--- src/hw/rtl/square_matrix_multiply_macros.svh ---
// ----------------------------------------------------------------------------
// square_matrix_multiply_macros: assertion helpers
// Shared concurrent assertion forms, clocked on clk_i, off during reset.
// ----------------------------------------------------------------------------
`ifndef SQUARE_MATRIX_MULTIPLY_MACROS_SVH
`define SQUARE_MATRIX_MULTIPLY_MACROS_SVH

// same-cycle implication
`define SMM_ASSERT_NOW(lbl, ante, cons, msg) \
  lbl: assert property (@(posedge clk_i) disable iff (!rst_ni) (ante) |-> (cons)) \
    else $error(msg);

// next-cycle implication
`define SMM_ASSERT_NXT(lbl, ante, cons, msg) \
  lbl: assert property (@(posedge clk_i) disable iff (!rst_ni) (ante) |=> (cons)) \
    else $error(msg);

`endif

--- src/hw/rtl/smm_pkg.sv ---
// ----------------------------------------------------------------------------
// smm_pkg
// Types and constants shared by the matrix multiplier modules.
// ----------------------------------------------------------------------------
`timescale 1ns / 1ps

package smm_pkg;

  // default sizes
  localparam int unsigned MaxDimDef  = 8;
  localparam int unsigned ElemWDef   = 16;
  localparam int unsigned IdxW       = 3;
  localparam int unsigned CfgW       = 4;
  localparam logic [CfgW-1:0] DimReset = 4'd8;

  // request codes
  typedef enum logic [1:0] {
    REQ_LOAD_A = 2'd0,
    REQ_LOAD_B = 2'd1,
    REQ_START  = 2'd2
  } req_e;

  // sequencer states
  typedef enum logic [1:0] {
    ST_IDLE  = 2'd0,
    ST_ISSUE = 2'd1,
    ST_DRAIN = 2'd2,
    ST_EMIT  = 2'd3
  } seq_state_e;

  // controls broadcast to every cell of the chain
  typedef struct packed {
    logic prod_en;
    logic acc_en;
    logic acc_first;
    logic capture;
    logic shift;
  } mac_ctl_t;

endpackage

--- src/hw/rtl/smm_cell.sv ---
// ----------------------------------------------------------------------------
// smm_cell
// One column cell: multiply, accumulate, and a shift stage for unloading.
// ----------------------------------------------------------------------------
`timescale 1ns / 1ps

module smm_cell import smm_pkg::*; #(
  parameter int unsigned ELEMENT_WIDTH = ElemWDef,
  parameter int unsigned SUM_W         = 2 * ElemWDef + 3
) (
  input  logic                     clk_i,
  input  logic                     rst_ni,
  input  mac_ctl_t                 ctl_i,
  input  logic [ELEMENT_WIDTH-1:0] a_i,
  input  logic [ELEMENT_WIDTH-1:0] b_i,
  input  logic [SUM_W-1:0]         sh_i,
  output logic [SUM_W-1:0]         sh_o
);

  localparam int unsigned PW = 2 * ELEMENT_WIDTH;

  logic signed [PW-1:0] prod_q;
  logic [SUM_W-1:0]     prod_ext;
  logic [SUM_W-1:0]     acc_q, acc_d;
  logic [SUM_W-1:0]     sh_q;

  assign prod_ext = {{(SUM_W-PW){prod_q[PW-1]}}, prod_q};

  // product register
  always_ff @(posedge clk_i) begin
    if (ctl_i.prod_en) begin
      prod_q <= $signed(a_i) * $signed(b_i);
    end
  end

  // accumulate, restarting on the first term
  always_comb begin
    acc_d = acc_q;
    if (ctl_i.acc_en) begin
      acc_d = ctl_i.acc_first ? prod_ext : acc_q + prod_ext;
    end
  end

  always_ff @(posedge clk_i or negedge rst_ni) begin
    if (!rst_ni) begin
      acc_q <= '0;
    end else begin
      acc_q <= acc_d;
    end
  end

  // unload chain toward cell zero
  always_ff @(posedge clk_i) begin
    if (ctl_i.capture) begin
      sh_q <= acc_q;
    end else if (ctl_i.shift) begin
      sh_q <= sh_i;
    end
  end

  assign sh_o = sh_q;

endmodule

--- config.mk ---
export PLATFORM = sky130hd
export DESIGN_NAME = smm_cell
export DESIGN_NICKNAME = d
export VERILOG_FILES = /design/src/hw/rtl/square_matrix_multiply_macros.svh /design/src/hw/rtl/smm_pkg.sv /design/src/hw/rtl/smm_cell.sv
export SDC_FILE = /design/constraint.sdc
export NUM_CORES = 1
export LEC_CHECK = 0
export ABC_AREA = 1
export CAP_MARGIN = 20
export CORE_MARGIN = 3
export CORE_UTILIZATION = 60
export DETAILED_ROUTE_END_ITERATION = 7
export DONT_BUFFER_PORTS = 1
export HOLD_SLACK_MARGIN = 0.03
export PLACE_DENSITY = 0.75
export SYNTH_ARGS = -nofsm -noshare
export SYNTH_HDL_FRONTEND = slang
export SYNTH_SLANG_ARGS = --single-unit
--- constraint.sdc ---
create_clock -name clk_i -period 2.7 [get_ports clk_i]
set_input_delay 0.27 -clock clk_i [delete_from_list [all_inputs] [get_ports clk_i]]
set_output_delay 0.27 -clock clk_i [all_outputs]
set_load 0.05 [all_outputs]
* After elaboration in Yosys (flattened, before gate mapping)
Index checks and enable logic that the tools add are counted.
Operators by class: shift-type cells 0, add/subtract/negate cells 1, bitwise logic cells 0, eq/ne operators 0, multiply operators 1, div/mod/pow operators 0, reductions and logical operators 1, mux-type cells 3, $lt $le $gt $ge 0
Operator list (number):
- 35-bit 2-to-1 mux | 3
- 35-bit adder | 1
- 16-bit by 16-bit multiplier with 32-bit output | 1
- 2-bit nonzero test | 1
Word-level totals: RAM bits 0, word-level logic and storage cells 9, bits in latches 0, input port bits 74, memories 0, bits in registers 102, ROM bits 0

* Logic depth before layout (Yosys ltp)
depth in word-level cells 2, mapped depth 28

* Least setup slack after synthesis
OpenSTA, ideal clock, no wires.
path type input port to flip-flop, from in b_i[2], to reg prod_q[30] (data pin), slack -2.941 ns, library setup time 0.252 ns, arrival 5.389 ns, cell stages on the path 25, cell sequence clkbuf_1 -> clkbuf_1 -> nand2_1 -> fa_1 -> inv_1 -> fa_1 -> inv_1 -> fa_1 -> inv_1 -> fa_1 -> fa_1 -> inv_1 -> fa_1 -> inv_1 -> ha_1 -> nand2_1 -> nor2_1 -> inv_1 -> nor2_1 -> nand4_1 -> nand3_1 -> a21o_2 -> nand2_1 -> nand3_1 -> nand2_1
On the way: word-level cells in the longest chain between the ends 1
Ends and longest elaborated chain:
- start: declaration | RTL line smm_cell.sv:15 | input logic [ELEMENT_WIDTH-1:0] b_i,
- 16-bit by 16-bit multiplier with 32-bit output | RTL line smm_cell.sv:32 | prod_q <= $signed(a_i) * $signed(b_i);
- end signal: assignment | RTL line smm_cell.sv:32
- end: declaration | RTL line smm_cell.sv:22 | logic signed [PW-1:0] prod_q;
No other way between the ends. A chain may end at the register's enable or synchronous reset.

* Worst setup path in the final report
from in b_i[15], to reg prod_q[29] (data pin)
Same word-level chain as after synthesis.

==> qor.yml <==
setup_path:
  r2r-end: "acc_q[26]$_DFFE_PN0P_"
  worst_setup_path_start_kind: "input pin"
  cp-end-kind: "register"
  ff2ff_setup_slack_ns: 0.13
  crit_required_ns: 2.82
  r2r_start: "prod_q[0]$_DFFE_PP_"
  worstSetupPathType: "in2reg"
  cp_data_arrival_time_ns: 5.19
  crit_start: "b_i[15]"
  endpoint: "prod_q[29]$_DFFE_PP_"
  critPathMaxFanout: 7
  reg2reg_depth: 13
timing:
  finalHoldViolCount: 0
  worst_clock_skew_ns: 0.0170
  fin_crit_sh_pct: 188
  slew-limit-headroom_pct: 34.7
  setup_viol: 26
  rsz0062_at_grt: "yes"
  min_period_ns: 5.06
  maxSlewViolCount: 0
  max_freq_mhz: 197
  hold_slack_ns: 0.0475
  worst_pin_slew_ns: 0.977
  fin_ws_ns: -2.36
synthesis:
  synth_top_cell_by_area: "fa_1"
  async_flop_share_pct: 34.3
  ys_types: 43
  syn-num-nets: 2593
  ys_ff_latch: 102
  yosys_warnings: 0
  synth_seq_area_share_pct: 17.3
  syn_avg_cell_area_um2: 7.79
  synthTopCellsByArea: "fa_1 (32%), nand2_1 (12%), inv_1 (12%)"
  ys.flop_type: "edfxtp_1"
  netlist_instances: 2140
  synth_top_cell_area_share_pct: 31.6
  synth_area_mm2: 0.0167
  synth-edff-count: 67
floorplan:
  die-area_mm2: 0.0298
  die_w_um: 173
  die_y_um: 173
  core-area_mm2: 0.0271
  floorplan.initialDensity_pct: 61.5
  ioPinCount: 109
  placementRows: 60
global_route:
  grt_usage_pct: 29.0
  grt_pass1_vias: 14500
  antenna_found_initial: 0
  grt_pass1_wl_mm: 70.5
  grt_max_degree: 51
  gr-total-overflow: 0
cells_and_area:
  regArea_mm2: 0.00289
  fill_cells: 2119
  final_nets: 2660
  mostFrequentLayoutCell: "nand2_1"
  syn_to_final_growth_pct: 16.3
  layout-drive-gt1-share_pct: 16.6
  antenna_cells: 0
  final_cell_mix: "nand2_1 (503), inv_1 (495), fa_1 (251)"
  fin_cells: 2584
  multiInputGateArea_mm2: 0.0125
cts:
  tritoncts: "done"
  clock_latency_ns: 0.36
  clockBufferDepth: 2
  clkTransAtPathRegs_ns: 0.08
  numClockSinks: 102
  cts_made_buffers: 9
  htreeDepth: 3
  cts-root-buf: "clkbuf_16"
route:
  wl_per_cell_um: 16.6
  firstDrtPassIters: 5
  totalWireLength_mm: 43.0
  ant_nets: 0
  vias_per_cell: 5.27
  drc_errors: 0
  via_count: 13600
  drt_iter0_drc: 888
status:
  status: "complete, but fails checks"
  violations: "setup timing"
job:
  maxCapViolCount: 0
placed_design:
  port_buffers: 0
  globalplace.congestion: 0.957
  detailed_place_hpwl_mm: 34.9
  place_inst: 2547
worst_hold_path:
  hp-class: "in2reg"
## worst min-delay path by stage
stage	depth (start not counted)	end	startpoint
5_1_grt	2	acc_q[34]$_DFFE_PN0P_	ctl_i[3]
6_report	1	acc_q[21]$_DFFE_PN0P_	ctl_i[3]
2_1_floorplan	0	acc_q[0]$_DFFE_PN0P_	rst_ni
4_1_cts	2	acc_q[34]$_DFFE_PN0P_	ctl_i[3]
3_3_place_gp	0	acc_q[3]$_DFFE_PN0P_	rst_ni
3_5_place_dp	0	acc_q[4]$_DFFE_PN0P_	rst_ni
## stage by stage
stage,setup slack [ns],area [um^2],TNS [ns],utilization (%)
2_1_floorplan,-2.43,17600,-53.33,-
3_5_place_dp,-2.70,18200,-57.58,67.1
6_report,-2.36,19400,-47.44,71.5
3_3_place_gp,-2.63,18200,-55.65,67.1
4_1_cts,-2.23,19000,-46.23,69.9
5_1_grt,-2.46,19400,-50.86,71.5
## logic make-up after synthesis
kind of cell / after synthesis / synth area share (%)
and+or+nand+nor: 789 / 19.0
DFF: 102 / 17.3
xor gates and xnor gates: 49 / 2.58
AOI/OAI and AO/OA: 201 / 6.80
adders and majority gates: 379 / 40.3
buffers and inverters: 620 / 14.0
## sequential cells by signal, indices dropped and copies added (netlist names)
signal and flops:
sh_o 35, prod_q 32, acc_q 35
## synth_stat cells (3+ instances only)
cell type,count
o21ai_0,63
o211ai_1,7
nor2_1,135
edfxtp_1,67
nand4_1,12
nand2_2,4
nand2_1,552
or2_2,8
nor3_1,8
inv_2,3
o22ai_1,7
o21ai_1,14
inv_1,539
fa_1,263
nor2_2,4
ha_1,116
nor3_2,3
a21oi_2,3
a21oi_1,77
xnor2_1,19
dfrtp_1,35
buf_2,3
xor2_1,30
a21o_1,4
nand3_1,58
o21bai_1,11
clkbuf_1,72
## worst max-delay path, cell delays in order
cell and delay [ns]:
clkinvlp_4 0.10, buf_12 0.16, buf_6 0.10, or2_4 0.22, fa_2 0.54, fa_1 0.43, inv_2 0.07, fa_1 0.42
fa_1 0.46, fa_1 0.49, inv_1 0.05, fa_1 0.49, inv_2 0.05, ha_4 0.31, nand2_4 0.07, nor3_4 0.18
nand4_1 0.26, nand3_4 0.21, a21oi_4 0.08, inv_1 0.06, nand2_1 0.04, nand3_1 0.06, nand2_1 0.05
## routing by layer
layer | track usage [%] | up-vias | wire length (um)
met5 | 0 | - | 0
met4 | 9.33 | 0 | 1490
met3 | 3.07 | 92 | 2470
met2 | 52.8 | 482 | 21700
met1 | 36.2 | 6544 | 17300
li1 | - | 6490 | -
## layout make-up
class / instances / share of cell area, %
Timing Repair Buffer: 133 / 5.88
Sequential cell: 102 / 14.9
Inverter: 543 / 10.6
Tap cell: 372 / 2.40
Clock buffer: 9 / 1.16
Clock inverter: 7 / 0.504
Multi-Input combinational cell: 1418 / 64.5
## timing repair
action                                  4_1_cts  5_1_grt
setup buffers                                13        5
endpoints found under the setup margin       27       27
endpoints found under the hold margin        73        0
gates cloned                                  0        0
hold buffers                                  6        0
pin swaps                                    52       58
gates resized for setup                      77      103
Power is not shown: default switching activity piles up to over one toggle a cycle in this logic, so the estimate is an artifact.
