**src/hw/rtl/square_matrix_multiply_macros.svh**
```systemverilog
// ----------------------------------------------------------------------------
// square_matrix_multiply_macros: assertion helpers
// Shared concurrent assertion forms, clocked on clk_i, off during reset.
// ----------------------------------------------------------------------------
`ifndef SQUARE_MATRIX_MULTIPLY_MACROS_SVH
`define SQUARE_MATRIX_MULTIPLY_MACROS_SVH

// same-cycle implication
`define SMM_ASSERT_NOW(lbl, ante, cons, msg) \
  lbl: assert property (@(posedge clk_i) disable iff (!rst_ni) (ante) |-> (cons)) \
    else $error(msg);

// next-cycle implication
`define SMM_ASSERT_NXT(lbl, ante, cons, msg) \
  lbl: assert property (@(posedge clk_i) disable iff (!rst_ni) (ante) |=> (cons)) \
    else $error(msg);

`endif

```
**src/hw/rtl/smm_pkg.sv**
```systemverilog
// ----------------------------------------------------------------------------
// smm_pkg
// Types and constants shared by the matrix multiplier modules.
// ----------------------------------------------------------------------------
`timescale 1ns / 1ps

package smm_pkg;

  // default sizes
  localparam int unsigned MaxDimDef  = 8;
  localparam int unsigned ElemWDef   = 16;
  localparam int unsigned IdxW       = 3;
  localparam int unsigned CfgW       = 4;
  localparam logic [CfgW-1:0] DimReset = 4'd8;

  // request codes
  typedef enum logic [1:0] {
    REQ_LOAD_A = 2'd0,
    REQ_LOAD_B = 2'd1,
    REQ_START  = 2'd2
  } req_e;

  // sequencer states
  typedef enum logic [1:0] {
    ST_IDLE  = 2'd0,
    ST_ISSUE = 2'd1,
    ST_DRAIN = 2'd2,
    ST_EMIT  = 2'd3
  } seq_state_e;

  // controls broadcast to every cell of the chain
  typedef struct packed {
    logic prod_en;
    logic acc_en;
    logic acc_first;
    logic capture;
    logic shift;
  } mac_ctl_t;

endpackage

```
**src/hw/rtl/smm_store.sv**
```systemverilog
// ----------------------------------------------------------------------------
// smm_store
// Element storage for A and B with single-element writes and registered reads.
// ----------------------------------------------------------------------------
`timescale 1ns / 1ps

module smm_store import smm_pkg::*; #(
  parameter int unsigned MAX_DIM       = MaxDimDef,
  parameter int unsigned ELEMENT_WIDTH = ElemWDef,
  localparam int unsigned IW = (MAX_DIM > 1) ? $clog2(MAX_DIM) : 1
) (
  input  logic                                   clk_i,
  input  logic                                   wr_en_i,
  input  logic [1:0]                             req_type_i,
  input  logic [IdxW-1:0]                        row_index_i,
  input  logic [IdxW-1:0]                        col_index_i,
  input  logic [ELEMENT_WIDTH-1:0]               element_value_i,
  input  logic [IW-1:0]                          rd_row_i,
  input  logic [IW-1:0]                          rd_k_i,
  output logic [ELEMENT_WIDTH-1:0]               a_rd_o,
  output logic [MAX_DIM-1:0][ELEMENT_WIDTH-1:0]  b_rd_o
);

  logic [ELEMENT_WIDTH-1:0]              a_mem [MAX_DIM][MAX_DIM];
  logic [MAX_DIM-1:0][ELEMENT_WIDTH-1:0] b_mem [MAX_DIM];
  logic [ELEMENT_WIDTH-1:0]              a_rd_q;
  logic [MAX_DIM-1:0][ELEMENT_WIDTH-1:0] b_rd_q;
  logic                                  in_range;
  logic [IW-1:0]                         wr_row;
  logic [IW-1:0]                         wr_col;

  // loads outside the array are dropped
  assign in_range = ({1'b0, row_index_i} < (IdxW+1)'(MAX_DIM)) &&
                    ({1'b0, col_index_i} < (IdxW+1)'(MAX_DIM));
  assign wr_row = row_index_i[IW-1:0];
  assign wr_col = col_index_i[IW-1:0];

  // element writes
  always_ff @(posedge clk_i) begin
    if (wr_en_i && in_range) begin
      case (req_e'(req_type_i))
        REQ_LOAD_A: a_mem[wr_row][wr_col] <= element_value_i;
        REQ_LOAD_B: b_mem[wr_row][wr_col] <= element_value_i;
        default:    ;
      endcase
    end
  end

  // one A element and one B row per cycle
  always_ff @(posedge clk_i) begin
    a_rd_q <= a_mem[rd_row_i][rd_k_i];
    b_rd_q <= b_mem[rd_k_i];
  end

  assign a_rd_o = a_rd_q;
  assign b_rd_o = b_rd_q;

endmodule

```
**config.mk**
```make
export PLATFORM = sky130hd
export DESIGN_NAME = smm_store
export DESIGN_NICKNAME = d
export VERILOG_FILES = /design/src/hw/rtl/square_matrix_multiply_macros.svh /design/src/hw/rtl/smm_pkg.sv /design/src/hw/rtl/smm_store.sv
export SDC_FILE = /design/constraint.sdc
export NUM_CORES = 2
export LEC_CHECK = 0
export BUFFER_PORTS_ARGS = -buffer_cell sky130_fd_sc_hd__buf_2
export CAP_MARGIN = 40
export CORE_ASPECT_RATIO = 0.6
export CORE_MARGIN = 2
export CORE_UTILIZATION = 57
export DETAILED_ROUTE_END_ITERATION = 10
export PLACE_DENSITY = 0.73
export SYNTH_ARGS = -nofsm -noshare
export SYNTH_HDL_FRONTEND = slang
export SYNTH_SLANG_ARGS = --single-unit
```
**constraint.sdc**
```tcl
create_clock -name clk_i -period 5.9 [get_ports clk_i]
set_input_delay 0.885 -clock clk_i [delete_from_list [all_inputs] [get_ports clk_i]]
set_output_delay 0.885 -clock clk_i [all_outputs]
set_load 0.1 [all_outputs]
```
# Word level (Yosys, flattened, before mapping)
# Memory sizes are Yosys's and may differ from the RTL's. A register that Yosys moved wholly into a read port is not among the register bits.
# Cells that the tools add are included.
# W data, S select, Z words.
[totals]
register_bits = 16
wordCells = 27
in_bits = 32
mem_count = 2
output_inout_bits = 144
ramBits = 2048
[classes]
n_mux = 13
eq_ne = 1
bitwise_logic = 2
order_cmp = 5
n_reduce_logical = 3
[mem_list]
columns = ["name", "depth", "width", "read_ports", "rd_clocked_by_memory_dff", "wr", "line", "source"]
rows = [
  ["a_mem", 8, 128, 1, 0, 1, "smm_store.sv:24", "logic [ELEMENT_WIDTH-1:0] a_mem [MAX_DIM][MAX_DIM];"],
  ["b_mem", 8, 128, 1, 1, 1, "smm_store.sv:25", "logic [MAX_DIM-1:0][ELEMENT_WIDTH-1:0] b_mem [MAX_DIM];"],
]
[ops]
columns = ["operator", "n"]
rows = [
  ["$mux W128", 2],
  ["$demux W16 S3", 2],
  ["$mux W16", 4],
  ["$bmux W16 S3", 1],
  ["$ge A4 B4 Y1 const B", 2],
  ["$not A3 Y4", 2],
  ["$lt A3 B4 Y1 const B", 1],
  ["$lt A4 B1 Y1 const B", 1],
  ["$mux W1", 4],
  ["$ge A3 B1 Y1 const B", 1],
  ["$eq A2 B1 Y1 const B", 1],
  ["$logic_and A1 B1 Y1", 2],
  ["$logic_not A2 Y1", 1],
]

# Logic depth before layout (Yosys ltp)
[logic_depth]
word_depth = 6
mapped_depth = 10
mapped_depth_nobuf = 5

# Least setup slack after synthesis
# No wires, ideal clock.
[synth_path]
kind = "input -> register"
startpoint = "in row_index_i[0]"
endpoint = "mem a_mem[1][0] (netlist bit) (enable)"
path_slack_ns = 2.896
stages = 5
setup_ns = 0.388
required_ns = 5.512
arrival_time_ns = 2.616
path_buffers = 3
cell_sequence = "clkbuf_1 > or3b_2 > clkbuf_1 > clkbuf_1 > nor2_1"
[synth_rtl]
columns = ["item", "line", "source"]
rows = [
  ["start, declared", "smm_store.sv:15", "input logic [IdxW-1:0] row_index_i,"],
  ["end, declared", "smm_store.sv:24", ""],
]
# No word-level cell before the write port.

# Final worst setup path
[layout_path]
startpoint = "in wr_en_i"
endpoint = "mem a_mem[7][28] (netlist bit) (enable)"
[layout_via]
elab_chain_cells = 2
[layout_rtl]
columns = ["item", "line", "source"]
rows = [
  ["start, declared", "smm_store.sv:13", "input logic wr_en_i,"],
  ["$mux W1", "smm_store.sv:40", "if (wr_en_i && in_range) begin"],
  ["$mux W128 (not written as such)", "smm_store.sv:42", "REQ_LOAD_A: a_mem[wr_row][wr_col] <= element_value_i;"],
]
# No other way between the ends.

==> impl_metrics.py <==
metrics = {
    "drt": {
        "first_pass_iters": 5,
        "post_drt_via_cell_ratio": 6.44,
        "drc_errors": 0,
        "vias": 37900,
        "wl_per_cell_um": 31.9,
        "wirelength_mm": 187,
        "drtIter0Drc": 5571,
        "drt.antenna.violating_nets": 0,
    },
    "logic_synthesis": {
        "synthCells": 3451,
        "synth_top_flop_cell": "edfxtp_1",
        "synth_top_cell_by_area": "edfxtp_1",
        "synth_cell_types": 37,
        "yosysWarningCount": 0,
        "yosysSeqAreaShare": 0.799,
        "synthArstFlopShare": 0,
        "synth_area_per_cell_um2": 23.4,
        "synthTopCellsByArea": "edfxtp_1 76%, mux4_2 14%, dfxtp_1 3.6%",
        "synth-seq-cells": 2192,
        "synth_edf_count": 2048,
        "synth_nets": 3483,
        "mappedNetlistArea_mm2": 0.0806,
        "netlist.area_leader.share": 0.763,
    },
    "floorplan": {
        "die_w_um": 489,
        "initial_core_util": 0.577,
        "core_mm2": 0.140,
        "rows": 106,
        "die_y_um": 295,
        "die-area_mm2": 0.145,
        "io_pins": 176,
    },
    "cts": {
        "clk_pin_slew_ns": 0.06,
        "cts_tree": "yes",
        "hold_buffers": 0,
        "root_buffer": "clkbuf_16",
        "cts_buffers": 180,
        "cts_setup_buffers": 0,
        "htreeDepth": 4,
        "clk_latency_ns": 0.81,
        "clock_path_buffers": 3,
        "ctsResizeCount": 0,
        "cts_sinks": 2192,
    },
    "run": {
        "cap_violations": 0,
    },
    "critical_path": {
        "critPathMaxFanout": 10,
        "endpoint_kind": "flop",
        "slowest_delay_ns": 0.79,
        "arrival_ns": 3.68,
        "startpoint_type": "input port",
        "critPathKind": "in2reg",
        "startpoint": "wr_en_i",
        "worstPathCellList": "buf_2, nor2b_1, nor3b_1, nand3_1, nor2_1, buf_4",
        "path_delay_family": "simple AND/OR/NAND/NOR gates",
        "worstPathRequired_ns": 6.39,
        "path_buf_inv": 2,
        "timing.rr.start": "a_mem[6][97]$_DFFE_PP_",
        "cpMaxStageDelayCell": "nor2_1",
    },
    "power_and_ir_drop": {
        "worst_ir_drop_vdd_mv": 0.351,
        "p_leak_nw": 28.9,
        "pwr_density_cell_mw_per_mm2": 340,
    },
    "sta": {
        "hold_ws_ns": 0.534,
        "setup_tns_ns": 0,
        "clock.fmax_mhz": 314,
        "period_share": 0.540,
        "skew_ns": 0.0288,
        "rsz0062_at_grt": "false",
        "slew_headroom": 0.231,
        "period_minus_slack_ns": 3.18,
        "tightest_slew_ns": 1.15,
        "slew_viol_final": 0,
        "setup_viol": 0,
        "hold_violations": 0,
    },
    "global_routing": {
        "grt_pass1_vias": 37200,
        "antenna_found_initial": 7,
        "grt_overflow_total": 0,
        "grt_pass1_wl_mm": 269,
        "grt.total_usage": 0.263,
        "grt_max_degree": 113,
    },
    "finish": {
        "finalInstanceArea_mm2": 0.0909,
        "seq_area_mm2": 0.0644,
        "area.growth.synth_to_final_pct": 12.7,
        "multiInputGateArea_mm2": 0.0154,
        "nFillCells": 8825,
        "fin_nets": 3863,
        "drive_gt1_frac": 0.326,
    },
    "place": {
        "hpwl_mm": 112,
        "gp_congestion": 0.893,
        "placed_cell_area_mm2": 0.0851,
        "port_buffers": 175,
    },
    "worst_hold_path": {
        "min_from": "element_value_i[1]",
        "hp-class": "in2reg",
    },
    "run_status": {
        "outcome": "finished, final reports clean",
    },
}
-- worst register-to-register path, cell delays in order (launching register included) --
cell and delay [ns]:
edfxtp_1 0.39, mux4_2 0.49, a22oi_1 0.70, nand3_1 0.47, and3_1 0.34
-- layout by cell type (no fill, tap or decap), types with 9 or more instances in the layout --
master and count:
a21oi_1 10, a221oi_1 20, a22oi_1 38, and3_1 12, buf_16 13, buf_2 154, buf_4 172, buf_8 22
clkbuf_1 47, clkbuf_16 184, clkbuf_8 20, clkinv_1 34, clkinv_2 32, dfxtp_1 144, edfxtp_1 2048, mux2_2 131
mux2i_1 20, mux4_2 502, nand2_1 61, nand2b_1 9, nand3_1 25, nor2_1 119, nor2_2 26, o221ai_1 19
o22ai_1 40
-- layer usage --
layer | part of all wire | track usage
met5 | 0 | 0
met4 | 0.017 | 0.0561
met3 | 0.13 | 0.0770
met2 | 0.45 | 0.375
met1 | 0.41 | 0.410
-- cell families after synthesis --
kind of cell	share of synthesized area
AOI/OAI and AO/OA	0.0137
buffers and inverters	0.0116
DFF	0.799
muxes	0.161
and+or+nand+nor	0.0150
-- path summary, 6_finish.rpt --
check | slack (ns) | cells after the start | to
hold / removal | 0.53 | 1 | b_mem[2][33]$_DFFE_PP_
hold reg to reg | 0.67 | 2 | b_rd_o[26]$_DFF_P_
setup reg to reg | 3.44 | 4 | a_rd_o[1]$_DFF_P_
setup / recovery | 2.72 | 6 | a_mem[7][28]$_DFFE_PP_
-- synth_stat cells, types with 19 or more instances --
cell	count
edfxtp_1	2048
mux4_2	502
nor2_1	146
dfxtp_1	144
mux2_2	131
clkbuf_1	78
nand2_1	61
buf_2	57
o22ai_1	40
a22oi_1	38
nand3_1	26
a221oi_1	20
mux2i_1	20
o221ai_1	19
-- stage by stage --
| step | setup WS (ns) | util | total power [mW] | instances |
|---|---|---|---|---|
| CTS | 2.77 | 0.650 | 31.1 | 5874 |
| detailed placement | 1.92 | 0.609 | 19.5 | 5537 |
| global placement | 1.93 | 0.603 | 19.5 | 5496 |
| floorplan | 2.90 | - | 18.8 | 3451 |
| finish | 2.72 | 0.650 | 30.9 | 5880 |
| global route | 2.58 | 0.650 | 31.7 | 5878 |
-- final cells by class --
class | count | share of cell area
Inverter | 1 | 0.0000413
Multi-Input combinational cell | 1081 | 0.169
Clock inverter | 86 | 0.00756
Timing Repair Buffer | 375 | 0.0327
Tap cell | 1890 | 0.0260
Antenna cell | 4 | 0.000110
Sequential cell | 2192 | 0.709
Clock buffer | 251 | 0.0557
-- state kept, by name, summed over array words and instances, names as in the netlist --
signal and flops:
a_mem 1024, a_rd_o 16, b_mem 1024, b_rd_o 128
-- power breakdown --
group / total (mW) / internal [mW] / leakage, nW / switching (mW)
combinational: 2.04 / 0.546 / 6.41 / 1.50
sequential: 17.1 / 17.1 / 19.6 / 0.0609
clock: 11.7 / 6.36 / 2.82 / 5.38
(Power assumes the default switching activity.)
