$ cat src/hw/rtl/square_matrix_multiply_macros.svh
// ----------------------------------------------------------------------------
// square_matrix_multiply_macros: assertion helpers
// Shared concurrent assertion forms, clocked on clk_i, off during reset.
// ----------------------------------------------------------------------------
`ifndef SQUARE_MATRIX_MULTIPLY_MACROS_SVH
`define SQUARE_MATRIX_MULTIPLY_MACROS_SVH

// same-cycle implication
`define SMM_ASSERT_NOW(lbl, ante, cons, msg) \
  lbl: assert property (@(posedge clk_i) disable iff (!rst_ni) (ante) |-> (cons)) \
    else $error(msg);

// next-cycle implication
`define SMM_ASSERT_NXT(lbl, ante, cons, msg) \
  lbl: assert property (@(posedge clk_i) disable iff (!rst_ni) (ante) |=> (cons)) \
    else $error(msg);

`endif

$ cat src/hw/rtl/smm_pkg.sv
// ----------------------------------------------------------------------------
// smm_pkg
// Types and constants shared by the matrix multiplier modules.
// ----------------------------------------------------------------------------
`timescale 1ns / 1ps

package smm_pkg;

  // default sizes
  localparam int unsigned MaxDimDef  = 8;
  localparam int unsigned ElemWDef   = 16;
  localparam int unsigned IdxW       = 3;
  localparam int unsigned CfgW       = 4;
  localparam logic [CfgW-1:0] DimReset = 4'd8;

  // request codes
  typedef enum logic [1:0] {
    REQ_LOAD_A = 2'd0,
    REQ_LOAD_B = 2'd1,
    REQ_START  = 2'd2
  } req_e;

  // sequencer states
  typedef enum logic [1:0] {
    ST_IDLE  = 2'd0,
    ST_ISSUE = 2'd1,
    ST_DRAIN = 2'd2,
    ST_EMIT  = 2'd3
  } seq_state_e;

  // controls broadcast to every cell of the chain
  typedef struct packed {
    logic prod_en;
    logic acc_en;
    logic acc_first;
    logic capture;
    logic shift;
  } mac_ctl_t;

endpackage

$ cat src/hw/rtl/smm_seq.sv
// ----------------------------------------------------------------------------
// smm_seq
// Row sequencer: issues reads, drives the cell chain and the output channel.
// ----------------------------------------------------------------------------
`timescale 1ns / 1ps
`include "square_matrix_multiply_macros.svh"

module smm_seq import smm_pkg::*; #(
  parameter int unsigned MAX_DIM = MaxDimDef,
  localparam int unsigned IW = (MAX_DIM > 1) ? $clog2(MAX_DIM) : 1
) (
  input  logic          clk_i,
  input  logic          rst_ni,
  input  logic          in_fire_i,
  input  logic [1:0]    req_type_i,
  input  logic [IW-1:0] dm1_i,
  input  logic          out_stall_i,
  output logic          in_stall_o,
  output logic          out_valid_o,
  output logic          last_o,
  output logic [IW-1:0] row_o,
  output logic [IW-1:0] col_o,
  output logic [IW-1:0] rd_k_o,
  output mac_ctl_t      ctl_o
);

  seq_state_e    state_q, state_d;
  logic [IW-1:0] row_q, row_d;
  logic [IW-1:0] col_q, col_d;
  logic [IW-1:0] k_q, k_d;
  logic [IW-1:0] dm1_q, dm1_d;
  logic          rd_v_q, rd_first_q;
  logic          prod_v_q, prod_first_q;
  logic          issue;
  logic          pipe_empty;

  assign pipe_empty = !rd_v_q && !prod_v_q;

  // next state and outputs
  always_comb begin
    state_d = state_q;
    row_d   = row_q;
    col_d   = col_q;
    k_d     = k_q;
    dm1_d   = dm1_q;
    issue   = 1'b0;
    ctl_o   = '0;
    ctl_o.prod_en   = rd_v_q;
    ctl_o.acc_en    = prod_v_q;
    ctl_o.acc_first = prod_first_q;
    unique case (state_q)
      ST_IDLE: begin
        if (in_fire_i && (req_e'(req_type_i) == REQ_START)) begin
          row_d   = '0;
          k_d     = '0;
          dm1_d   = dm1_i;
          state_d = ST_ISSUE;
        end
      end
      ST_ISSUE: begin
        issue = 1'b1;
        if (k_q == dm1_q) begin
          state_d = ST_DRAIN;
        end else begin
          k_d = k_q + 1'b1;
        end
      end
      ST_DRAIN: begin
        if (pipe_empty) begin
          ctl_o.capture = 1'b1;
          col_d   = '0;
          state_d = ST_EMIT;
        end
      end
      ST_EMIT: begin
        if (!out_stall_i) begin
          ctl_o.shift = 1'b1;
          if (col_q == dm1_q) begin
            if (row_q == dm1_q) begin
              state_d = ST_IDLE;
            end else begin
              row_d   = row_q + 1'b1;
              k_d     = '0;
              state_d = ST_ISSUE;
            end
          end else begin
            col_d = col_q + 1'b1;
          end
        end
      end
      default: state_d = ST_IDLE;
    endcase
  end

  // state register
  always_ff @(posedge clk_i or negedge rst_ni) begin
    if (!rst_ni) begin
      state_q <= ST_IDLE;
      row_q   <= '0;
      col_q   <= '0;
      k_q     <= '0;
      dm1_q   <= '0;
    end else begin
      state_q <= state_d;
      row_q   <= row_d;
      col_q   <= col_d;
      k_q     <= k_d;
      dm1_q   <= dm1_d;
    end
  end

  // read and multiply stage valids
  always_ff @(posedge clk_i or negedge rst_ni) begin
    if (!rst_ni) begin
      rd_v_q       <= 1'b0;
      rd_first_q   <= 1'b0;
      prod_v_q     <= 1'b0;
      prod_first_q <= 1'b0;
    end else begin
      rd_v_q       <= issue;
      rd_first_q   <= issue && (k_q == '0);
      prod_v_q     <= rd_v_q;
      prod_first_q <= rd_first_q;
    end
  end

  assign in_stall_o  = (state_q != ST_IDLE);
  assign out_valid_o = (state_q == ST_EMIT);
  assign last_o      = (row_q == dm1_q) && (col_q == dm1_q);
  assign row_o       = row_q;
  assign col_o       = col_q;
  assign rd_k_o      = k_q;

  // checks
  `SMM_ASSERT_NOW(a_out_blocks_in, out_valid_o, in_stall_o, "result shown while input open")
  `SMM_ASSERT_NOW(a_capture_drained, ctl_o.capture, pipe_empty, "capture before pipe drained")
  `SMM_ASSERT_NOW(a_col_bound, state_q == ST_EMIT, col_q <= dm1_q, "column past dimension")
  `SMM_ASSERT_NXT(a_last_ends, out_valid_o && !out_stall_i && last_o, state_q == ST_IDLE,
                  "run did not end after last item")

endmodule

$ cat config.mk
export PLATFORM = sky130hd
export DESIGN_NAME = smm_seq
export DESIGN_NICKNAME = d
export VERILOG_FILES = /design/src/hw/rtl/smm_pkg.sv /design/src/hw/rtl/smm_seq.sv
export VERILOG_INCLUDE_DIRS = /design/src /design/src/hw/rtl
export SDC_FILE = /design/constraint.sdc
export NUM_CORES = 1
export LEC_CHECK = 0
export ABC_CLOCK_PERIOD_IN_PS = 5340
export BUFFER_PORTS_ARGS = -buffer_cell sky130_fd_sc_hd__buf_2
export CAP_MARGIN = 20
export CORE_MARGIN = 5
export CORE_UTILIZATION = 40
export CTS_BUF_LIST = sky130_fd_sc_hd__clkbuf_16
export DETAILED_ROUTE_END_ITERATION = 6
export PLACE_DENSITY = 0.65
export SLEW_MARGIN = 20
export SYNTH_ARGS = -nofsm -noshare
export SYNTH_HDL_FRONTEND = slang
export SYNTH_SLANG_ARGS = --single-unit
export TNS_END_PERCENT = 1
$ cat constraint.sdc
create_clock -name clk_i -period 5.34 [get_ports clk_i]
set_input_delay 0.267 -clock clk_i [delete_from_list [all_inputs] [get_ports clk_i]]
set_output_delay 0.267 -clock clk_i [all_outputs]
set_load 0.1 [all_outputs]
After elaboration in Yosys (flattened, before gate mapping)
Index checks and enable logic that the tools add are counted.
Widths: inputs -> output; s select.
- input port bits: 9
- word-level logic and storage cells: 70
- flip-flop bits (word level): 18
- output and inout bits: 17
- equal/unequal tests: 15
- reductions and logical operators: 17
- add/subtract/negate cells: 3
- muxes and demuxes: 26
- operators with widths (cell ; count):
    $mux 3 ; 11
    $ne 2x2->1 const B ; 7
    $pmux 3 s2 ; 2
    $mux 2 ; 5
    $reduce_and 5->1 ; 2
    $add 3x1->3 const B ; 3
    $eq 3x3->1 ; 3
    $pmux 3 s3 ; 1
    $pmux 2 s4 ; 1
    $eq 2x2->1 const B ; 3
    $mux 1 ; 6
    $reduce_and 6->1 ; 1
    $reduce_bool 2->1 ; 3
    $logic_and 1x1->1 ; 4
    $reduce_and 4->1 ; 1
    $logic_not 3->1 ; 1
    $reduce_bool 3->1 ; 1
    $eq 2x1->1 const B ; 1
    $logic_not 1->1 ; 2
    $logic_not 2->1 ; 1
    $ne 2x1->1 const B ; 1
    $reduce_and 2->1 ; 1

Longest topological paths before layout
Gate-level depths: netlist of run 1.
- depth in word-level cells: 5
- mapped depth: 6

Worst setup path after synthesis of run 1
No wires, ideal clock.
- kind: flip-flop to output port
- start: register col_q[1], in the netlist col_o[1]
- end: output port last_o
- cell stages (with the launch flop): 4
- data required time: 5.073 ns
- arrival: 3.026 ns
- path buffers: 0
- slack: 2.047 ns
- cells stage by stage: dfrtp_1 > xor2_1 > or3_2 > nor2_1
- word-level cells in the longest chain between the ends: 2
- RTL lines (item ; RTL line ; source):
    from (decl) ; smm_seq.sv:29 ; logic [IW-1:0] col_q, col_d;
    from (signal assigned) ; smm_seq.sv:106 ; col_q <= col_d;
    $eq 3x3->1 ; smm_seq.sv:129 ; assign last_o = (row_q == dm1_q) && (col_q == dm1_q);
    $logic_and 1x1->1 ; smm_seq.sv:129 ;
    to (decl) ; smm_seq.sv:20 ; output logic last_o,
No other way between the ends.

Final worst setup path of run 1
- start: register col_q[0], in the netlist col_o[0]
- end: output port last_o
Same word-level chain as after synthesis.

==> results of run 1 <==
final cells by class:
type,count,area (sq um),share of cell area
Tap cell,31,38.79,0.02852
Inverter,10,37.54,0.02760
Clock inverter,1,3.754,0.002760
Timing Repair Buffer,26,135.1,0.09936
Multi-Input combinational cell,85,619.3,0.4554
Clock buffer,3,75.07,0.05520
Sequential cell,18,450.4,0.3312
worst min path at each step:
stage                          end      from  slack (ns)  cells past startpoint
after floorplan           col_o[0]    rst_ni       -0.03                      0
after CTS                 dm1_q[2]  dm1_i[2]        0.25                      2
final                     dm1_q[2]  dm1_i[2]        0.25                      2
after detailed placement  prod_v_q    rst_ni        0.23                      1
after global placement    col_o[2]    rst_ni        0.23                      1
after global routing      dm1_q[2]  dm1_i[2]        0.25                      2
state kept, by name, summed over array words and instances (netlist names):
name	cells
prod_first_q	1
prod_v_q	1
row_o	3
state_q	2
rd_first_q	1
dm1_q	3
rd_v_q	1
rd_k_o	3
col_o	3
cells in the final DEF (no fill, tap or decap), types with 4 or more instances in the layout:
cell type / synthesis / layout
nand2_1: 10 / 10
o21ai_0: 8 / 8
buf_2: 0 / 25
nor2_1: 7 / 7
xor2_1: 6 / 6
inv_1: 10 / 10
dfrtp_1: 18 / 18
ha_1: 8 / 8
mux2i_1: 4 / 4
mux2_2: 4 / 4
nor3_1: 5 / 5
per-layer routing:
metal  GRT usage  vias to the layer above  wire length (microns)
li1            -                      462                      -
met1      0.1643                      446                   1100
met2      0.2269                       19                   1211
met3     0.03730                        5                    108
met4     0.06366                        0                     48
met5           0                        -                      0
worst max-delay path, stage by stage (launching register included):
cell	delay, ns
dfrtp_1	0.45
xor2_1	0.22
or3_2	0.49
nor2_1	0.10
buf_2	0.43
kinds of logic (layout without fill, tap and decap cells):
logic type | Yosys count | after routing | share of synthesized area
mux | 8 | 8 | 0.07530
buf+inv | 13 | 40 | 0.05316
compound gates | 22 | 22 | 0.1384
simple gates | 38 | 38 | 0.1761
flops | 18 | 18 | 0.3987
xor+xnor | 9 | 9 | 0.06977
fa+ha+maj | 8 | 8 | 0.08860
through the flow:
stage / instance area [sq um] / cells / util / worst slack [ns]
floorplan: 1130 / 116 / - / 2.047
global route: 1360 / 174 / 0.4975 / 3.029
detailed placement: 1271 / 169 / 0.4650 / 3.396
finish: 1360 / 174 / 0.4975 / 3.118
global placement: 1271 / 169 / 0.4650 / 3.410
CTS: 1360 / 174 / 0.4975 / 3.121
timing repair:
action / 4_1_cts / 5_1_grt
hold buffers: 1 / 0
endpoints found under the hold margin: 18 / 0
setup endpoints to repair: 0 / 0
==> impl_results.md, run 1 <==
* Synth unique cells at 32
* TritonCTS clock tree: built
* FF-to-FF End: rd_k_o[0]
* First-pass GRT wire length at between 4 and 5 mm
* Slew Limit Fails at 0
* Reg2Reg Setup Slack at 3.39 ns
* Max-cap violations at 0
* CP Capture Point: last_o
* Crit path kind: reg2out
* Post-layout min period at 2.222 ns
* Critical path required time at 5.07 ns
* Initial antenna violation count at 0
* Outcome: finished, final reports clean
* Final wirelength at roughly 2.5 mm
* Die Y at 63.15 microns
* CTS max path bufs at 2
* CTS buffer count at 3
* Pin count of the biggest net entering global routing at 19
* Yosys top cell by area: dfrtp_1
* Slew HR at 0.6750
* Die Wd at 63.15 microns
* Asr flop ratio synth at 1.000
* Worst Setup Start Kind: flip-flop
* Port buffer count at 25
* EDFF count, synth at 0
* Final net count at about 160
* DRC at 0
* Vias at 932
* # IOs at 26
* Dpl hpwl at 1.870 mm
* Fillers at 263
* GPL Wtd Cong at about 0.8
* Actual slew at the worst max-slew pin at 0.4909 ns
* RSZ-0062 raised after global routing: false
* Mapped Area at 1130 sq um
* Yosys top cell area share at 0.3987
* Fraction of layout cells with a size suffix above 1 at 0.2657
* Setup-failing EPs final at 0
* Register area share after synthesis at 0.3987
* Fmax at 0.4500 GHz
* Synth top cells by count: dfrtp_1, inv_1, nand2_1, ha_1, o21ai_0
* Worst hold margin at 0.2475 ns
* R2R Path Start: col_o[0]
* Clock Latency Late Sink at 0.25 ns
* Syn Nets at 133
* Final period utilization at 0.4161
* Avg WL per Cell at 14.18 microns
* Setup Skew at 0.006275 ns
* Setup TNS Final at 0 ns
* Buffer count from post-CTS setup fixing at 0
* Detail Route Antenna Nets at 0
* Syn Area/Cell at about 9.7 sq um
* Core area at 2734 sq um
* GRT Total Usage at 0.1375
* Synth warn at 0
* Post-CTS sizing at 0
* FF+latch count, synth at 18
* Initial DRC count at 59
* Num rows at 19
* Count leader, synth: dfrtp_1
* Final Hold Viols at 0
* GRT Residual Overflow at 0
* Top cells by area, synth: dfrtp_1, ha_1, xor2_1
* Main synth FF type: dfrtp_1
* Synthesis-to-layout area growth at 20.38%
* Launch point of the critical path: col_o[0]
* Clock root buffer: clkbuf_16
* CTS clk-pin slew, worst paths at 0.06 ns
* Critical Path Sink Type: output pin
* Die Area at between 3000 and 4000 sq um
* Sink Count at 18
* Class of the worst hold path: in2reg
* Cells after Synth at ~120
* DRT Pass-1 Iters at 4
* Detail-routed via count per cell at 5.356
* Vias in the first global route at 940
* # diodes at 0
* Register-to-Register Path Depth at 5
* Crit Path Max Fanout at 6
* Critical Path AT at 1.96 ns
* H-tree depth at 1
* Starting density of the core at 0.4133
Power of run 1 is not shown: default switching activity piles up to over one toggle a cycle in this logic, so the estimate is an artifact.
==> run 2, diff against run 1 <==
Settings changed: ABC_CLOCK_PERIOD_IN_PS 5340 to 2200.
Clock period 5.34 ns to 2.2 ns, I/O delays scaled along.
==> run 2 against run 1 <==
Against the previous run:
- global-route usage grew 0.19 points
- utilization grew 0.92 points
- via count grew 1.3%
- clock skew shrank 0.0031 ns
- critical path depth is the same
- critical endpoint unchanged
- register-to-register slack lost 3.1 ns
- worst setup slack lost 3.0 ns
- sequential share of layout area shrank 0.60 points
- worst hold slack lost 0.15 ns
- non-clock buffer count grew 1
- die area is the same
==> impl_results.md, run 2 (synthesized netlist as in run 1, its figures left out) <==
* Register-to-Register Path Depth at 5 (unchanged)
* CTS max path bufs at 2 (unchanged)
* Die Area at 3987 sq um (unchanged)
* Die Y at 63.15 microns (unchanged)
* Critical Path Sink Type: output pin
* Critical Path AT at 1.98 ns (+0.02 ns)
* Starting density of the core at 0.4133 (unchanged)
* Crit path kind: reg2out
* Slew Limit Fails at 0 (unchanged)
* Final net count at 162 (+0.62%)
* TritonCTS clock tree: built
* Core area at 2734 sq um (unchanged)
* Setup-failing EPs final at 0 (unchanged)
* Hold_buf cts at 1 (unchanged)
* Pin count of the biggest net entering global routing at 19 (unchanged)
* Dpl hpwl at 1.963 mm (+5.0%)
* Fmax at roughly 0.48 GHz
* Num rows at 19 (unchanged)
* GRT Total Usage at 0.1393 (+0.001853)
* GPL Wtd Cong at 0.8541 (+4.3%)
* # diodes at 0 (unchanged)
* Hold Path Depth at 2 (unchanged)
* Slew HR at 0.6748 (about the same)
* DRC at 0 (unchanged)
* Vias in the first global route at 925 (-1.6%)
* CP max stage delay at 0.53 ns (+0.04 ns)
* H-tree depth at 1 (unchanged)
* Commonest non-fill, non-tap cell in the layout: buf_2
* Fin area at 1385 sq um (+1.8%)
* CP cell instances: xor2_1, or3_2, nor2_4, buf_2
* Most frequent cells in the layout: buf_2, dfrtp_1, inv_1, nand2_1, o21ai_0
* Initial DRC count at 48 (-19%)
* Sink Count at 18 (unchanged)
* DRT Pass-1 Iters at 4 (unchanged)
* Clock Latency Late Sink at 0.25 ns (about the same)
* First-pass GRT wire length at 4.416 mm (+1.1%)
* Detail-routed via count per cell at 5.394 (+0.71%)
* Post-layout min period at 2.094 ns
* Outcome: finished, final reports clean
* Placed Area at 1296 sq um (+2.0%)
* Initial antenna violation count at 0 (unchanged)
* Post-CTS sizing at 0 (unchanged)
* Final period utilization at 0.9519
* Avg WL per Cell at 14.33 microns (+1.0%)
* Setup Skew at 0.003198 ns (-0.003077 ns)
* Final Hold Viols at 0 (unchanged)
* Crit Path Max Fanout at 6 (unchanged)
* Class of the worst hold path: in2reg
* Port buffer count at 25 (unchanged)
* Vias at 944 (+1.3%)
* Worst Setup Start Kind: flip-flop
* Reg2Reg Setup Slack at 0.29 ns (-3.10 ns)
* CP max stage cell: or3_2
* Max-cap violations at 0 (unchanged)
* Synthesis-to-layout area growth at 22.59%
* Buffer count from post-CTS setup fixing at 0 (unchanged)
* Detail Route Antenna Nets at 0 (unchanged)
* CTS buffer count at 3 (unchanged)
* CTS clk-pin slew, worst paths at 0.05 ns (about the same)
* Clock root buffer: clkbuf_16
* Critical path required time at 2.09 ns (-2.98 ns)
* Die Wd at 63.15 microns (unchanged)
* GRT Residual Overflow at 0 (unchanged)
* # IOs at 26 (unchanged)
* Fraction of layout cells with a size suffix above 1 at 0.2917 (+0.02593)
* Final wirelength at 2.508 mm (+1.6%)
* RSZ-0062 raised after global routing: false
* Actual slew at the worst max-slew pin at 0.4912 ns (+0.0002893 ns)
run 2: routing by layer:
metal	GRT usage	vias up	part of all wire
li1	-	469	-
met1	0.1786	444	0.44
met2	0.2141	26	0.49
met3	0.03908	5	0.051
met4	0.06631	0	0.018
met5	0	-	0
run 2: stage by stage:
step,worst slack (ns),TNS [ns],cells,hold WS [ns],util
3_3_place_gp,0.3656,0,170,0.06717,0.4741
6_report,0.1058,0,175,0.09309,0.5066
5_1_grt,0.05817,0,175,0.08581,0.5066
4_1_cts,0.09918,0,175,0.09314,0.5066
3_5_place_dp,0.3089,0,170,0.07484,0.4741
2_1_floorplan,-0.1959,-0.9269,116,-0.1856,-
run 2: worst paths after layout:
kind,from,endpoint
max,col_o[0],last_o
min,dm1_i[0],dm1_q[0]
max reg2reg,col_o[0],rd_k_o[0]
min reg2reg,rd_first_q,prod_first_q
max in group asynchronous,rst_ni,rd_k_o[1]
min in group asynchronous,rst_ni,prod_v_q
run 2: worst max-delay path: cells and delay by family (launching register included):
family / cells / cell delay (ns)
xor+xnor: 1 / 0.23
buf+inv: 1 / 0.42
flops: 1 / 0.45
simple gates: 2 / 0.64
run 2: layout make-up:
| type | count | area (sq um) |
|---|---|---|
| Inverter | 10 | 37.54 |
| Clock buffer | 3 | 75.07 |
| Multi-Input combinational cell | 85 | 636.9 |
| Tap cell | 31 | 38.79 |
| Timing Repair Buffer | 27 | 142.6 |
| Sequential cell | 18 | 450.4 |
| Clock inverter | 1 | 3.754 |
| Fill cell | 264 | 1349 |
Power of run 2 is left out for the same reason.
==> run 3, diff against run 2 <==
Settings changed: CTS_CLUSTER_DIAMETER from default to 40, GPL_TIMING_DRIVEN from default to 0.
==> run 3 against run 2 <==
Against the previous run:
- worst setup slack got worse by 0.018 ns
- highest routed layer unchanged
- sequential cell count did not move
- critical endpoint unchanged
- final cell count rose by 0.57%
- clock-buffer cell count did not move
- global-route usage rose by 0.12 points
- critical path depth did not move
- critical path type unchanged
- largest cell class unchanged
==> impl_results.md, run 3 (synthesized netlist as in run 1, its figures left out) <==
* Outcome: finished, final reports clean
* R2R Path Start: dm1_q[1]
* DRC at 0 (unchanged)
* Multi-input gate area at 638.1 sq um (+0.20%)
* Vias at 942 (-0.21%)
* Slew Limit Fails at 0 (unchanged)
* RSZ-0062 raised after global routing: false
* GRT Total Usage at 0.1405 (+0.001164)
* Post-layout min period at 2.113 ns (+0.01828 ns)
* Final period utilization at 0.9602 (+0.008308)
* Crit Path Max Fanout at 4 (-2)
* Hold_sp: dm1_i[1]
* Critical path required time at 2.09 ns (about the same)
* CP max stage delay at 0.55 ns (+0.02 ns)
* CP delay by family, top: simple AND/OR/NAND/NOR gates
* Sink Count at 18 (unchanged)
* Slew HR at 0.6701 (-0.004617)
* Placed Area at 1311 sq um (+1.2%)
* Die Wd at 63.15 microns (unchanged)
* FF-to-FF End: rd_k_o[2]
* Initial antenna violation count at 0 (unchanged)
* # diodes at 0 (unchanged)
* # IOs at 26 (unchanged)
* Worst hold endpoint: dm1_q[1]
* Fillers at 269 (+1.9%)
* Final wirelength at 2.599 mm (+3.6%)
* Clock Latency Late Sink at 0.25 ns (about the same)
* GRT Residual Overflow at 0 (unchanged)
* Final Core Density at 0.5112 (+0.004577)
* Final Hold Viols at 0 (unchanged)
* Core area at 2734 sq um (unchanged)
* Num rows at 19 (unchanged)
* Fmax at 0.4734 GHz (-0.87%)
* Dpl hpwl at 2.008 mm (+2.3%)
* GPL Wtd Cong at 0.7731 (-9.5%)
* Initial DRC count at 67 (+40%)
* CP cell instances: xor2_1, or3_2, nor2_4, buf_2
* TritonCTS clock tree: built
* Vias in the first global route at 976 (+5.5%)
* Avg WL per Cell at 14.77 microns (+3.0%)
* Worst Setup Start Kind: flip-flop
* Reg2Reg Setup Slack at 0.23 ns (-0.06 ns)
* Fin area at 1398 sq um (+0.90%)
* Critical Path Sink Type: output pin
* Starting density of the core at 0.4133 (unchanged)
* Hold Path Depth at 2 (unchanged)
* Buffer count from post-CTS setup fixing at 0 (unchanged)
* Setup-failing EPs final at 0 (unchanged)
* Commonest non-fill, non-tap cell in the layout: buf_2
* Die Y at 63.15 microns (unchanged)
* Critical Path AT at 2.00 ns (+0.02 ns)
* CTS clk-pin slew, worst paths at 0.05 ns (about the same)
* Most frequent cells in the layout: buf_2, dfrtp_1, inv_1, nand2_1, o21ai_0
* First-pass GRT wire length at 4.443 mm (+0.61%)
* H-tree depth at 1 (unchanged)
* Final net count at 164 (+1.2%)
* Fraction of layout cells with a size suffix above 1 at 0.3034 (+0.01178)
* CP max stage cell: or3_2
* CTS max path bufs at 2 (unchanged)
* Register-to-Register Path Depth at 5 (unchanged)
* Worst hold margin at 0.09387 ns (+0.0007843 ns)
* Storage cell area at 450.4 sq um (unchanged)
* DRT Pass-1 Iters at 7 (+3)
* Detail Route Antenna Nets at 0 (unchanged)
* Port buffer count at 25 (unchanged)
* Class of the worst hold path: in2reg
* Clock root buffer: clkbuf_16
* Pin count of the biggest net entering global routing at 19 (unchanged)
* CTS buffer count at 3 (unchanged)
* Actual slew at the worst max-slew pin at 0.4982 ns (+0.006974 ns)
* Bufs and invs on worst path at 1 (unchanged)
* Max-cap violations at 0 (unchanged)
* Setup Skew at 0.002637 ns (-0.0005608 ns)
* Detail-routed via count per cell at 5.352 (-0.78%)
* Synthesis-to-layout area growth at 23.70%
* Die Area at 3987 sq um (unchanged)
* Crit path kind: reg2out
run 3: cell count changes in the layout (fill, tap and decap cells not counted), sizes merged:
cell | before | now
clkinv | 1 | 0
buf | 26 | 28
run 3: area by class of cell:
cell class | instances | share of cell area
multi-input cells | 85 | 0.4566
flip-flops and latches | 18 | 0.3223
repair buffers | 26 | 0.09669
clock buffers | 3 | 0.05372
well taps | 31 | 0.02775
inverters | 10 | 0.02686
plain buffers | 3 | 0.01611
run 3: worst max path at each step:
stage             start   endpoint  depth (start not counted)  slack (ns)
6_report       dm1_q[1]     last_o                          4        0.09
3_3_place_gp   dm1_q[1]  rd_k_o[0]                          5        0.26
3_5_place_dp   dm1_q[1]  rd_k_o[2]                          5        0.23
4_1_cts        dm1_q[1]     last_o                          4        0.08
5_1_grt        dm1_q[1]     last_o                          4        0.03
2_1_floorplan  col_o[1]     last_o                          3       -0.20
run 3: what timing repair did:
item / in CTS / in global routing
resized for setup: 0 / 1
setup endpoints to repair: 0 / 1
hold buffers: 1 / 0
endpoints found under the hold margin: 18 / 0
run 3: metal layers:
layer / vias to the layer above / share of wire / wire length (microns) / global-route usage
li1: 467 / - / - / -
met2: 17 / 0.50 / 1292 / 0.2449
met4: 0 / 0.015 / 40 / 0.05570
met1: 453 / 0.45 / 1163 / 0.1611
met3: 5 / 0.039 / 102 / 0.03730
met5: - / 0 / 0 / 0
run 3: stage by stage:
step,setup WS [ns],cells,TNS (ns)
floorplan,-0.1959,116,-0.9269
global placement,0.2585,172,0
detailed placement,0.2345,172,0
CTS,0.07850,176,0
global route,0.03144,176,0
finish,0.08748,176,0
Power of run 3 is left out for the same reason.
